--- src/rtl/core/text_console_glyph_renderer_defines.svh ---
// Assertion macros shared by the text console RTL.
// Needs clk and arst_n in the scope where a macro is used.
`ifndef TEXT_CONSOLE_GLYPH_RENDERER_DEFINES_SVH
`define TEXT_CONSOLE_GLYPH_RENDERER_DEFINES_SVH
`ifndef SYNTHESIS
`define TCGR_ASSERT(lbl, prop, msg) \
	lbl: assert property (@(posedge clk) disable iff (!arst_n) prop) else $error(msg);
`define TCGR_ASSERT_NEVER(lbl, cond, msg) \
	lbl: assert property (@(posedge clk) disable iff (!arst_n) !(cond)) else $error(msg);
`else
`define TCGR_ASSERT(lbl, prop, msg)
`define TCGR_ASSERT_NEVER(lbl, cond, msg)
`endif
`endif

--- src/rtl/core/tcgr_pkg.sv ---
// Shared types and constants of the text console glyph renderer.
// No dependencies.
`timescale 1ns / 1ps
package tcgr_pkg;
	localparam int COORD_W     = 12;
	localparam int ADDR_W      = 12;
	localparam int STORE_DEPTH = 4096;
	localparam int COLOR_W     = 32;
	localparam int GLYPH_WIDTH = 8;
	localparam int QUEUE_DEPTH = 2;   // power of two

	// copy height is kept to whole 16-pixel rows
	localparam logic [COORD_W-1:0] SPAN_MASK = 12'hff0;

	localparam logic       KIND_LOAD    = 1'b0;
	localparam logic       KIND_CHAR    = 1'b1;
	localparam logic [7:0] CHAR_NEWLINE = 8'd10;

	localparam logic [COORD_W-1:0] RST_SCREEN_WIDTH  = 12'd1024;
	localparam logic [COORD_W-1:0] RST_SCREEN_HEIGHT = 12'd768;
	localparam logic [COLOR_W-1:0] RST_TEXT_COLOR    = 32'h00ff_ffff;
	localparam logic [COLOR_W-1:0] RST_BG_COLOR      = 32'h0000_0000;

	typedef enum logic [1:0] {
		OP_BLIT = 2'd0,
		OP_COPY = 2'd1,
		OP_FILL = 2'd2
	} op_t;

	typedef enum logic [1:0] {
		CFG_SCREEN_WIDTH  = 2'd0,
		CFG_SCREEN_HEIGHT = 2'd1,
		CFG_TEXT_COLOR    = 2'd2,
		CFG_BG_COLOR      = 2'd3
	} cfg_idx_t;

	typedef struct packed {
		logic [COORD_W-1:0] screen_width;
		logic [COORD_W-1:0] screen_height;
		logic [COLOR_W-1:0] text_color;
		logic [COLOR_W-1:0] background_color;
	} cfg_t;

	// one queued job: a store write, or glyph rows and/or a scroll
	typedef struct packed {
		logic               write;
		logic               blit;
		logic               scroll;
		logic [ADDR_W-1:0]  addr;
		logic [7:0]         data;
		logic [COORD_W-1:0] x;
		logic [COORD_W-1:0] y;
	} job_t;

	typedef struct packed {
		op_t                op;
		logic [COORD_W-1:0] dest_x;
		logic [COORD_W-1:0] dest_y;
		logic [COORD_W-1:0] area_width;
		logic [COORD_W-1:0] area_height;
		logic [COORD_W-1:0] source_y;
		logic [COLOR_W-1:0] fill_color;
		logic [3:0][63:0]   pixels;
		logic               last;
	} res_t;
endpackage

--- src/rtl/core/tcgr_queue.sv ---
// Short job queue between front end and back end.
// Uses tcgr_pkg.
`timescale 1ns / 1ps
module tcgr_queue import tcgr_pkg::*; (
	input  logic clk,
	input  logic arst_n,
	input  logic push,
	input  job_t job_in,
	input  logic pop,
	output job_t job_out,
	output logic empty,
	output logic full
);
	localparam int PTR_W = $clog2(QUEUE_DEPTH);
	localparam int CNT_W = $clog2(QUEUE_DEPTH + 1);
	localparam logic [CNT_W-1:0] CNT_FULL = CNT_W'(QUEUE_DEPTH);

	job_t             entry_q [QUEUE_DEPTH];
	logic [PTR_W-1:0] wr_ptr_q, rd_ptr_q;
	logic [CNT_W-1:0] count_q;

	assign empty   = (count_q == '0);
	assign full    = (count_q == CNT_FULL);
	assign job_out = entry_q[rd_ptr_q];

	always_ff @(posedge clk) begin
		if (push) begin
			entry_q[wr_ptr_q] <= job_in;
		end
	end

	always_ff @(posedge clk or negedge arst_n) begin
		if (!arst_n) begin
			wr_ptr_q <= '0;
			rd_ptr_q <= '0;
			count_q  <= '0;
		end else begin
			if (push) begin
				wr_ptr_q <= wr_ptr_q + 1'b1;
			end
			if (pop) begin
				rd_ptr_q <= rd_ptr_q + 1'b1;
			end
			case ({push, pop})
				2'b10:   count_q <= count_q + 1'b1;
				2'b01:   count_q <= count_q - 1'b1;
				default: count_q <= count_q;
			endcase
		end
	end
endmodule

--- config.mk ---
export PLATFORM = sky130hd
export DESIGN_NAME = tcgr_queue
export DESIGN_NICKNAME = d
export VERILOG_FILES = /design/src/rtl/core/text_console_glyph_renderer_defines.svh /design/src/rtl/core/tcgr_pkg.sv /design/src/rtl/core/tcgr_queue.sv
export SDC_FILE = /design/constraint.sdc
export NUM_CORES = 1
export LEC_CHECK = 0
export ABC_AREA = 1
export BUFFER_PORTS_ARGS = -buffer_cell sky130_fd_sc_hd__buf_4
export CAP_MARGIN = 20
export CORE_UTILIZATION = 40
export CTS_CLUSTER_DIAMETER = 150
export DETAILED_ROUTE_END_ITERATION = 8
export PLACE_DENSITY_LB_ADDON = 0.08
export REMOVE_ABC_BUFFERS = 1
export SYNTH_ARGS = -nofsm -noshare
export SYNTH_HDL_FRONTEND = slang
export SYNTH_SLANG_ARGS = --single-unit
--- constraint.sdc ---
create_clock -name clk -period 3.1 [get_ports clk]
set_input_delay 0.465 -clock clk [delete_from_list [all_inputs] [get_ports clk]]
set_output_delay 0.465 -clock clk [all_outputs]
set_load 0.02 [all_outputs]
* Word-level counts from Yosys, hierarchy flattened
Memory sizes are Yosys's and may differ from the RTL's.
Index checks and enable logic that the tools add are counted.
** Word-level totals
- Memories kept :: 1
- Bits in registers :: 4
- Output and inout port bits :: 49
- Memory bits (writable) :: 94
- Logic and storage cells :: 16
** Operators by class
- Reduce and logical (&&, ||, !) cells :: 2
- Mux-type cells :: 3
- Add/sub/neg operators :: 4
- Equality and inequality tests :: 3
** Memories
- entry_q :: words 2, width 47, rd ports 1, clocked after memory_dff 0, write ports 1, line tcgr_queue.sv:18 : job_t entry_q [QUEUE_DEPTH];
** Operators by type and width (count)
- $eq 2x2->1 const B :: 2
- $pmux 2 s2 :: 1
- $add 1x1->1 const B :: 2
- $add 2x1->2 const B :: 1
- $eq 2x1->1 const B :: 1
- $logic_not 2->1 :: 1
- $mux 1 :: 2
- $reduce_bool 2->1 :: 1
- $sub 2x1->2 const B :: 1

* Longest topological paths before layout
- Depth in word-level cells :: 2
- Gate-level depth with buffers :: 7
- Gate-level depth less buffers :: 7

* Worst setup path before layout
OpenSTA, ideal clock, no wires.
- Path kind :: input to register
- From :: input port push
- To :: memory entry_q[0][0] (netlist bit) (enable)
- Cell stages on the path :: 2
- Setup time :: 453 ps
- Required time :: 2647 ps
- Slack :: 150 ps
- Path buffers :: 0
- Arrival :: 2497 ps
- Cells stage by stage :: inv_1 > nor2_1
** On the way
- Longest elaborated chain between the ends :: 2
** RTL lines
- start: declaration :: line tcgr_queue.sv:7 : input logic push,
- $mux 1 :: line tcgr_queue.sv:27 : if (push) begin
- $mux 1 (not written as such) :: line tcgr_queue.sv:28 : entry_q[wr_ptr_q] <= job_in;
- end: declaration :: line tcgr_queue.sv:18
No other way between the ends.

==> results_dict.tcl <==
set metrics [dict create \
    synth-seq-cells 98 \
    syn_inst 269 \
    ir_drop_v 0.000498 \
    p_int_uw 2890 \
    numCtsBuffers 9 \
    postSynthAreaPerCell_sq_um 13.7 \
    synth_area_sq_um 3700 \
    wl_mm 6.08 \
    tns_ns 0 \
    yosysMostFrequentCell "edfxtp_1" \
    drt-initial-drc-count 75 \
    ys_types 14 \
    fin_crit_ns 2.01 \
    max-clock-path-buffers 2 \
    initial_core_util 0.418 \
    wl_per_cell_microns 12.5 \
    worstSetupStartpoint "rd_ptr_q" \
    fin_skew_ns 0.00483 \
    async_reset_ff_frac 0.0408 \
    area_growth_pct 29.4 \
    slew_headroom 0.564 \
    drive_gt1_frac 0.316 \
    endpoint_kind "primary output" \
    critical_path_class "reg2out" \
    hold_class "in2reg" \
    rsz0062_at_grt "false" \
    cp-start-kind "flip-flop" \
    seqPwrFrac 0.417 \
    r2r-start "wr_ptr_q" \
    place_hpwl_mm 3.95 \
    finalNetCount 427 \
    hp-start "job_in[32]" \
    setup_violations 0 \
    fp.dieW_microns 98.1 \
    drc 9 \
    clkSinkCount 98 \
    n_antenna_cell 0 \
    comb_power_share 0.370 \
    clk_pin_slew_worst_paths_ns 0.09 \
    cts.htree.levels 3 \
    insertion_delay_ns 0.35 \
    pwr-share-clk 0.213 \
    ys_seq_area_frac 0.791 \
    synthTopCellsByArea "edfxtp_1, inv_1, nand2_1, o21ai_0, dfrtp_1" \
    status "complete, but fails checks" \
    io_buffers 99 \
    ys.flop_type "edfxtp_1" \
    leakage_uw 0.00204 \
    grt_first_pass_wirelength_mm 9.43 \
    coreArea_sq_um 8850 \
    fmax_mhz 497 \
    grt_usage 0.131 \
    synth_top_area_frac 0.764 \
    dr.pass1.iters 6 \
    synth.top_cells.by_count "edfxtp_1, inv_1, nand2_1, o21ai_0, o21ai_1" \
    synth_top_cell_by_area "edfxtp_1" \
    pin_count 100 \
    power_density_nw_per_um2 919 \
    yosysWarnings 0 \
    antenna_found_initial 0 \
    post-route-period-util 0.649 \
    finalMaxSlewViolations 0 \
    synth-edff-count 94 \
    cts_resized 0 \
    hold_viol 0 \
    grt.overflow.total 0 \
    root_buffer "clkbuf_8" \
    ant_nets 0 \
    swShare 0.342 \
    tightest_slew_ns 0.654 \
    crit_fanout 49 \
    via_per_inst 4.44 \
    worstPathArrival_ns 1.55 \
    tritoncts "built" \
    grt_pass1_vias 1948 \
    whs_ns 0.294 \
    cap_violations 0 \
    switchingPower_uw 1500 \
    required_ns 2.63 \
    die_area_sq_um 9630 \
    dieHeight_microns 98.1 \
    post_cts_buffers 0 \
    grt_start_max_net_pins 50 \
    via_count 2169 \
    violations "DRC" \
    place_congestion 0.683 \
    rows 34 \
]
-- worst max-delay path: stages, from the launching register on --
cell and delay (ns):
dfrtp_2 0.40, buf_4 0.27, o21ai_0 0.32, buf_4 0.20
-- power by group through the flow --
stage | Combinational (uW) | Clock (uW) | Sequential [uW]
after floorplan | 813 | 0 | 1960
after global placement | 1650 | 0 | 1860
after detailed placement | 1660 | 0 | 1860
after CTS | 1660 | 960 | 1830
after global routing | 1770 | 1010 | 1860
final | 1630 | 936 | 1830
-- through the flow --
step	power, uW	setup WS, ns	std cells	cell area, sq um	utilization
after detailed placement	3520	1.36	471	4540	0.513
after CTS	4450	1.06	488	4780	0.540
after floorplan	2770	0.150	259	3610	-
final	4400	1.09	488	4780	0.540
after global placement	3500	1.35	471	4540	0.513
after global routing	4640	0.991	488	4780	0.540
-- layout by cell type (no fill, tap or decap), types with 2 or more instances in the layout --
master,n
nand2_1,52
o21ai_0,38
dfrtp_1,3
nor2_1,2
inv_1,52
bufinv_16,3
buf_4,104
clkinv_1,2
o21ai_1,9
clkbuf_8,9
edfxtp_1,94
xor2_1,2
-- what timing repair did --
action,CTS,global route
endpoints found under the setup margin,0,0
hold buffers,1,0
endpoints found under the hold margin,4,0
-- logic make-up after synthesis --
family / count (synthesis) / synth area share
buffers and inverters: 63 / 0.0762
and+or+nand+nor: 57 / 0.0589
AOI/OAI and AO/OA: 47 / 0.0636
adders and majority gates: 1 / 0.00338
xor gates and xnor gates: 3 / 0.00711
DFF: 98 / 0.791
-- final timing paths --
path,cells after the start,slack [ns],to
worst max-delay path,3,1.09,job_out[41]
worst max register to register,3,1.52,entry_q[1][34]
max in group asynchronous,2,2.55,rd_ptr_q
worst min register to register,2,0.52,count_q[1]
min in group asynchronous,2,0.44,wr_ptr_q
worst min-delay path,1,0.29,entry_q[0][32]
-- per-layer routing --
layer  part of all wire  vias up  global-route usage
met1               0.44      985               0.163
met3              0.068       12              0.0422
met4              0.020        0              0.0711
met5                  0        -                   0
li1                   -     1107                   -
met2               0.47       65               0.203
-- layout make-up --
type	count	area, sq um
Clock buffer	10	128
Clock inverter	6	105
Fill cell	774	4070
Inverter	53	199
Multi-Input combinational cell	108	499
Sequential cell	98	2920
Tap cell	108	135
Timing Repair Buffer	105	791
-- state kept, by name (all words and copies together) (netlist names) --
register  count
count_q       2
rd_ptr_q      1
entry_q      94
wr_ptr_q      1
(Power assumes the default switching activity.)
