--- config.mk ---
export PLATFORM = sky130hd
export DESIGN_NAME = tcgr_front
export DESIGN_NICKNAME = d
export VERILOG_FILES = /design/src/rtl/core/text_console_glyph_renderer_defines.svh /design/src/rtl/core/tcgr_pkg.sv /design/src/rtl/core/tcgr_front.sv
export SDC_FILE = /design/constraint.sdc
export NUM_CORES = 1
export LEC_CHECK = 0
export BUFFER_PORTS_ARGS = -buffer_cell sky130_fd_sc_hd__buf_2
export CORE_MARGIN = 2
export CORE_UTILIZATION = 38
export CTS_CLUSTER_SIZE = 30
export DETAILED_ROUTE_END_ITERATION = 6
export PLACE_DENSITY = 0.78
export SETUP_SLACK_MARGIN = 0.5
export SYNTH_ARGS = -nofsm -noshare
export SYNTH_HDL_FRONTEND = slang
export SYNTH_SLANG_ARGS = --single-unit
--- constraint.sdc ---
create_clock -name clk -period 3 [get_ports clk]
set_clock_uncertainty 0.05 [all_clocks]
set_input_delay 0.3 -clock clk [delete_from_list [all_inputs] [get_ports clk]]
set_output_delay 0.3 -clock clk [all_outputs]
set_load 0.005 [all_outputs]
--- src/rtl/core/text_console_glyph_renderer_defines.svh ---
// Assertion macros shared by the text console RTL.
// Needs clk and arst_n in the scope where a macro is used.
`ifndef TEXT_CONSOLE_GLYPH_RENDERER_DEFINES_SVH
`define TEXT_CONSOLE_GLYPH_RENDERER_DEFINES_SVH
`ifndef SYNTHESIS
`define TCGR_ASSERT(lbl, prop, msg) \
	lbl: assert property (@(posedge clk) disable iff (!arst_n) prop) else $error(msg);
`define TCGR_ASSERT_NEVER(lbl, cond, msg) \
	lbl: assert property (@(posedge clk) disable iff (!arst_n) !(cond)) else $error(msg);
`else
`define TCGR_ASSERT(lbl, prop, msg)
`define TCGR_ASSERT_NEVER(lbl, cond, msg)
`endif
`endif

--- src/rtl/core/tcgr_pkg.sv ---
// Shared types and constants of the text console glyph renderer.
// No dependencies.
`timescale 1ns / 1ps
package tcgr_pkg;
	localparam int COORD_W     = 12;
	localparam int ADDR_W      = 12;
	localparam int STORE_DEPTH = 4096;
	localparam int COLOR_W     = 32;
	localparam int GLYPH_WIDTH = 8;
	localparam int QUEUE_DEPTH = 2;   // power of two

	// copy height is kept to whole 16-pixel rows
	localparam logic [COORD_W-1:0] SPAN_MASK = 12'hff0;

	localparam logic       KIND_LOAD    = 1'b0;
	localparam logic       KIND_CHAR    = 1'b1;
	localparam logic [7:0] CHAR_NEWLINE = 8'd10;

	localparam logic [COORD_W-1:0] RST_SCREEN_WIDTH  = 12'd1024;
	localparam logic [COORD_W-1:0] RST_SCREEN_HEIGHT = 12'd768;
	localparam logic [COLOR_W-1:0] RST_TEXT_COLOR    = 32'h00ff_ffff;
	localparam logic [COLOR_W-1:0] RST_BG_COLOR      = 32'h0000_0000;

	typedef enum logic [1:0] {
		OP_BLIT = 2'd0,
		OP_COPY = 2'd1,
		OP_FILL = 2'd2
	} op_t;

	typedef enum logic [1:0] {
		CFG_SCREEN_WIDTH  = 2'd0,
		CFG_SCREEN_HEIGHT = 2'd1,
		CFG_TEXT_COLOR    = 2'd2,
		CFG_BG_COLOR      = 2'd3
	} cfg_idx_t;

	typedef struct packed {
		logic [COORD_W-1:0] screen_width;
		logic [COORD_W-1:0] screen_height;
		logic [COLOR_W-1:0] text_color;
		logic [COLOR_W-1:0] background_color;
	} cfg_t;

	// one queued job: a store write, or glyph rows and/or a scroll
	typedef struct packed {
		logic               write;
		logic               blit;
		logic               scroll;
		logic [ADDR_W-1:0]  addr;
		logic [7:0]         data;
		logic [COORD_W-1:0] x;
		logic [COORD_W-1:0] y;
	} job_t;

	typedef struct packed {
		op_t                op;
		logic [COORD_W-1:0] dest_x;
		logic [COORD_W-1:0] dest_y;
		logic [COORD_W-1:0] area_width;
		logic [COORD_W-1:0] area_height;
		logic [COORD_W-1:0] source_y;
		logic [COLOR_W-1:0] fill_color;
		logic [3:0][63:0]   pixels;
		logic               last;
	} res_t;
endpackage

--- src/rtl/core/tcgr_front.sv ---
// Front end: takes input words, keeps the cursor and turns each word but a plain newline into a job.
// Uses tcgr_pkg.
`timescale 1ns / 1ps
module tcgr_front import tcgr_pkg::*; #(
	parameter int GLYPH_HEIGHT = 16
) (
	input  logic               clk,
	input  logic               arst_n,
	input  logic               accept,
	input  logic               kind,
	input  logic [ADDR_W-1:0]  glyph_address,
	input  logic [7:0]         glyph_byte,
	input  logic [7:0]         char_code,
	input  cfg_t               cfg,
	output logic               push,
	output job_t               job
);
	localparam logic [COORD_W-1:0] GH12 = COORD_W'(GLYPH_HEIGHT);
	localparam logic [COORD_W:0]   GH2  = (COORD_W+1)'(2 * GLYPH_HEIGHT);
	localparam logic [COORD_W:0]   GW2  = (COORD_W+1)'(2 * GLYPH_WIDTH);
	localparam logic [COORD_W-1:0] GW12 = COORD_W'(GLYPH_WIDTH);

	logic [COORD_W-1:0] col_q, row_q;
	logic [COORD_W-1:0] col_n, row_n;
	logic [COORD_W:0]   row_reach, col_reach;
	logic               is_nl, scroll;
	logic [ADDR_W-1:0]  glyph_base;

	assign is_nl      = (char_code == CHAR_NEWLINE);
	assign row_reach  = {1'b0, row_q} + GH2;
	assign col_reach  = {1'b0, col_q} + GW2;
	assign glyph_base = ADDR_W'({4'b0, char_code} * GH12);

	always_comb begin
		col_n  = col_q;
		row_n  = row_q;
		scroll = 1'b0;
		if (kind == KIND_CHAR) begin
			if (is_nl) begin
				col_n = '0;
				if (row_reach > {1'b0, cfg.screen_height}) begin
					scroll = 1'b1;
				end else begin
					row_n = row_q + GH12;
				end
			end else if (col_reach > {1'b0, cfg.screen_width}) begin
				col_n = '0;
				// wrap at the bottom scrolls one line earlier than a newline
				if (row_reach >= {1'b0, cfg.screen_height}) begin
					scroll = 1'b1;
				end else begin
					row_n = row_q + GH12;
				end
			end else begin
				col_n = col_q + GW12;
			end
		end
	end

	always_comb begin
		job.write  = (kind == KIND_LOAD);
		job.blit   = (kind == KIND_CHAR) && !is_nl;
		job.scroll = scroll;
		job.addr   = (kind == KIND_LOAD) ? glyph_address : glyph_base;
		job.data   = glyph_byte;
		job.x      = col_q;
		job.y      = row_q;
	end

	// a plain newline only moves the cursor
	assign push = accept && (job.write || job.blit || job.scroll);

	always_ff @(posedge clk or negedge arst_n) begin
		if (!arst_n) begin
			col_q <= '0;
			row_q <= '0;
		end else if (accept) begin
			col_q <= col_n;
			row_q <= row_n;
		end
	end
endmodule

# Word level (Yosys, flattened, before mapping)
# Cells that the tools add are included.
dict set report totals {
  ff_bits 24
  input_bits 120
  out_inout_bits 48
  wordCells 33
}
dict set report op_classes {
  add_sub_neg 4
  order_cmp 3
  eq_ne 3
  muxes 12
  n_bitwise 1
  n_reduce_logical 8
}
# operator n
set op_table {}
lappend op_table {{12-bit two-way mux} 7}
lappend op_table {{13-bit by 12-bit greater-than comparator with 1-bit output} 2}
lappend op_table {{12-bit by 5-bit adder with 13-bit output, second input constant} 1}
lappend op_table {{12-bit by 6-bit adder with 13-bit output, second input constant} 1}
lappend op_table {{13-bit by 12-bit >= comparator with 1-bit output} 1}
lappend op_table {{12-bit by 4-bit adder with 12-bit output, second input constant} 1}
lappend op_table {{12-bit by 5-bit adder with 12-bit output, second input constant} 1}
lappend op_table {{8-bit by 4-bit equality test with 1-bit output, second input constant} 1}
lappend op_table {{1-bit two-way mux} 5}
lappend op_table {{5-bit AND reduction} 1}
lappend op_table {{2-bit inequality test, second input constant} 2}
lappend op_table {{1-bit logical AND} 2}
lappend op_table {{1-bit logical OR} 2}
lappend op_table {{2-bit AND reduction} 1}
lappend op_table {{2-bit nonzero test} 1}
lappend op_table {{1-bit zero test} 1}
lappend op_table {{1-bit inverter} 1}

# Logic depth before layout (Yosys ltp)
dict set report depth {
  word_depth 8
  mapped_depth 12
  ltp_nobuf 11
}

# Worst setup path before layout
# No wires, ideal clock.
dict set report synth_timing {
  path_kind {reg-to-output}
  startpoint {register col_q[7]}
  endpoint {output port job[44] in the netlist's numbering}
  arrival_ns 2.425
  t_required_ns 2.650
  slack_ns 0.225
  path_stages_with_launch 12
  n_path_buf 2
  path_cell_list {dfrtp_1 > buf_2 > nand4_1 > nor2_1 > xor2_1 > ha_1 > nand3_1 > nor3_1 > a2111oi_2 > o22ai_1 > nor3b_1 > buf_4}
}
dict set report synth_between {
  elab_chain_len 5
}
# element line_no
set synth_lines {}
lappend synth_lines {{start: declaration} tcgr_front.sv:23} ;# logic [COORD_W-1:0] col_q, row_q;
lappend synth_lines {{start signal: assignment} tcgr_front.sv:78} ;# col_q <= col_n;
lappend synth_lines {{12-bit by 5-bit adder with 13-bit output} tcgr_front.sv:31} ;# assign col_reach = {1'b0, col_q} + GW2;
lappend synth_lines {{13-bit by 12-bit greater-than comparator with 1-bit output} tcgr_front.sv:46} ;# end else if (col_reach > {1'b0, cfg.screen_width}) begin
lappend synth_lines {{1-bit two-way mux} tcgr_front.sv:46}
lappend synth_lines {{1-bit two-way mux} tcgr_front.sv:39} ;# if (is_nl) begin
lappend synth_lines {{1-bit two-way mux} tcgr_front.sv:38} ;# if (kind == KIND_CHAR) begin
lappend synth_lines {{end: declaration} tcgr_front.sv:16} ;# output job_t job
# No other way between the ends.

# Final worst setup path
dict set report layout_timing {
  startpoint {register row_q[5]}
  endpoint {output port push}
}
dict set report layout_between {
  elab_chain_len 8
  elab_cells_between_ends 10
  classes_between {add/sub: 1; order compare: 2; mux: 5; reduce/logical: 2}
}
# element line_no
set layout_lines {}
lappend layout_lines {{start: declaration} tcgr_front.sv:23}
lappend layout_lines {{start signal: assignment} tcgr_front.sv:79} ;# row_q <= row_n;
lappend layout_lines {{12-bit by 6-bit adder with 13-bit output (*)} tcgr_front.sv:30} ;# assign row_reach = {1'b0, row_q} + GH2;
lappend layout_lines {{13-bit by 12-bit >= comparator with 1-bit output} tcgr_front.sv:49} ;# if (row_reach >= {1'b0, cfg.screen_height}) begin
lappend layout_lines {{1-bit two-way mux} tcgr_front.sv:49}
lappend layout_lines {{1-bit two-way mux} tcgr_front.sv:46}
lappend layout_lines {{1-bit two-way mux (*)} tcgr_front.sv:39}
lappend layout_lines {{1-bit two-way mux (*)} tcgr_front.sv:38}
lappend layout_lines {{1-bit logical OR (*)} tcgr_front.sv:71} ;# assign push = accept && (job.write || job.blit || job.scroll);
lappend layout_lines {{1-bit logical AND (*)} tcgr_front.sv:71}
lappend layout_lines {{end: declaration} tcgr_front.sv:15} ;# output logic push,
# Every way passes the cells marked *; elsewhere a longest branch is shown, timed or not.

==> qor.csv <==
metric,value,unit
final setup TNS,0,ps
post-synthesis sequential area ratio,23.5,%
post-route minimum period,2910,ps
vias in the first global route,1721,
area share of the largest cell type after synthesis,23.5,%
total placed cells including tap cells,332,
Root Buffer,clkbuf_8,
CTS tree,built,
placed cell area,2250,sq um
met1 Usage GRT,22.3,%
Worst setup startpoint,row_q[5]$_DFFE_PN0P_,
top-count cell post-synth,inv_1,
Die Wd,73.0,um
dpl hpwl,3480,um
last element of the critical path,push,
Post-synth EDFFs,0,
R2R Path End,row_q[5]$_DFFE_PN0P_,
io pins,168,
Routed wire per std cell,13.4,um
Layout area overhead,55.8,%
Peak VDD IR,183,uV
first-pass GRT wire length,7690,um
M3 GR Usage,3.73,%
routability cong.,0.762,
Critical Path Sink Type,primary output,
crit-path cells,ha_4 -> and3_4 -> and3_4 -> xor2_2 -> ha_1 -> a21oi_2 -> o211ai_1 -> a31oi_4 -> a31oi_1 -> buf_2,
fin util,60.4,%
Setup CP Type,reg -> out,
port bufs,80,
Iter 0 DRT Violations,128,
clock slew at reported path FFs,70,ps
"area leader, netlist",dfrtp_1,
fillers,377,
"flops & latches, synth",17,
run status,completed,
Netlist Area Pre-Place,1810,sq um
Final Max Slew Viols,0,
drt first pass iters,4,
CP Data Required Time,2650,ps
Clock Latency Late Sink,260,ps
Longest Clk Path Bufs,2,
num rows,25,
CP max-delay cell,dfrtp_1,
busiest grt layer,met2,
clk sinks,17,
Max Cap Viol,0,
PD cells,409,nW/um^2
Nets,460,
"worst slack, placed",115,ps
r2r setup slk,150,ps
total die area,5330,sq um
Antenna Nets Post-Route,0,
share of layout cells above drive strength 1,58.7,%
Via-to-Cell Ratio,5.09,
core area,4660,sq um
Final Cell Area,2820,sq um
"Top FF cell, synth",dfrtp_1,
Vias,1889,
Yosys Warn Count,0,
Clock H-tree levels,1,
Most common cell on crit path,and3_4,
fmax,344,MHz
met2 Use GR,32.4,%
fin cells,371,
CTS buffer count,3,
leak pwr,1.46,nW
worst setup margin,93.4,ps
"top cells by area, synth","dfrtp_1, ha_1, buf_4",
syn avg cell area,8.73,sq um
pin count of the biggest net entering global routing,18,
Max stage delay on crit path,430,ps
Routed WL,4980,um
total power,1.15,mW
top post-synthesis cells by count,"inv_1, ha_1, buf_4, dfrtp_1",
GRT Total Usage,18.2,%
crit path DAT,2560,ps
final hold slack,439,ps
total gr overflow,0,
"Max FO, Critical Path",3,
initial antenna violation count,0,
fraction of registers with async set/reset,100,%
Synth cell types,41,
Worst Reg-to-Reg Cells,14,
ANT cells,0,
crit share post-route,96.9,%
Hold Crit Class,in -> async,
RSZ-0062 raised after global routing,true,
synthesized instance count,207,
reg-to-reg startpoint,col_q[5]$_DFFE_PN0P_,
Starting Density,38.8,%
startpoint type of the worst setup path,flop,
setup violators final,0,
DRC errors left,0,
final hold vios,0,
die height,73.0,um
[registers in the layout, summed over array words and instances, names as in the netlist]
| name | count |
|---|---|
| col_q | 9 |
| row_q | 8 |
[layout make-up]
cell class | count | area (sq um) | area share (%)
timing repair buffer | 121 | 767 | 27.2
clock buffer | 4 | 45.0 | 1.60
multi-input combinational | 151 | 1410 | 50.2
sequential | 17 | 434 | 15.4
inverter | 24 | 90.1 | 3.20
tap | 54 | 67.6 | 2.40
[timing repair]
action / 4_1_cts / 5_1_grt
hold buffers: 1 / 0
buffers inserted: 23 / 11
pin swaps: 17 / 26
endpoints found under the hold margin: 17 / 0
resized for setup: 30 / 30
endpoints found under the setup margin: 18 / 19
[worst max-delay path: cells and delay by family, from the launching register on]
kind,cells,cell delay [ps]
simple gates,2,360
buf+inv,1,150
xor+xnor,1,140
flops,1,430
compound gates,4,700
fa+ha+maj,2,520
[logic make-up after synthesis]
kind of cell | count (synthesis) | share of synthesized area, %
and+or+nand+nor | 63 | 20.6
buffers and inverters | 45 | 13.0
AOI/OAI and AO/OA | 30 | 12.0
adders and majority gates | 22 | 15.2
xor gates and xnor gates | 20 | 9.69
DFF | 17 | 23.5
muxes | 9 | 5.81
other | 1 | 0.207
[routing by layer]
metal  share of wire (%)  routed length (um)
met1                  39                1950
met4                 1.7                  85
met3                 8.8                 437
met5                   0                   0
met2                  50                2510
[worst min-delay path by stage]
stage | endpoint | cells after the start
finish | col_q[10]$_DFFE_PN0P_ | 2
detailed placement | row_q[11]$_DFFE_PN0P_ | 1
global placement | col_q[9]$_DFFE_PN0P_ | 1
floorplan | col_q[10]$_DFFE_PN0P_ | 0
CTS | col_q[3]$_DFFE_PN0P_ | 3
global route | col_q[10]$_DFFE_PN0P_ | 2
[placed cells by master (no fill, tap or decap), drive strengths merged, types with 4 or more instances in the layout]
cell type | Yosys | final
nand2 | 12 | 12
conb | 1 | 7
nand3 | 9 | 9
ha | 22 | 22
xor2 | 9 | 9
buf | 19 | 120
clkbuf | 2 | 4
o21ai | 6 | 6
dfrtp | 17 | 17
a21oi | 10 | 10
mux2 | 9 | 9
nand4 | 10 | 10
a21o | 4 | 4
inv | 24 | 24
nor2 | 11 | 11
or3 | 4 | 4
xnor2 | 11 | 11
nor2b | 4 | 4
[power by group]
group	switching [mW]	internal, mW	total, mW
clock	0.0819	0.0944	0.176
combinational	0.282	0.339	0.621
sequential	0.0808	0.273	0.353
(Power assumes the default switching activity.)
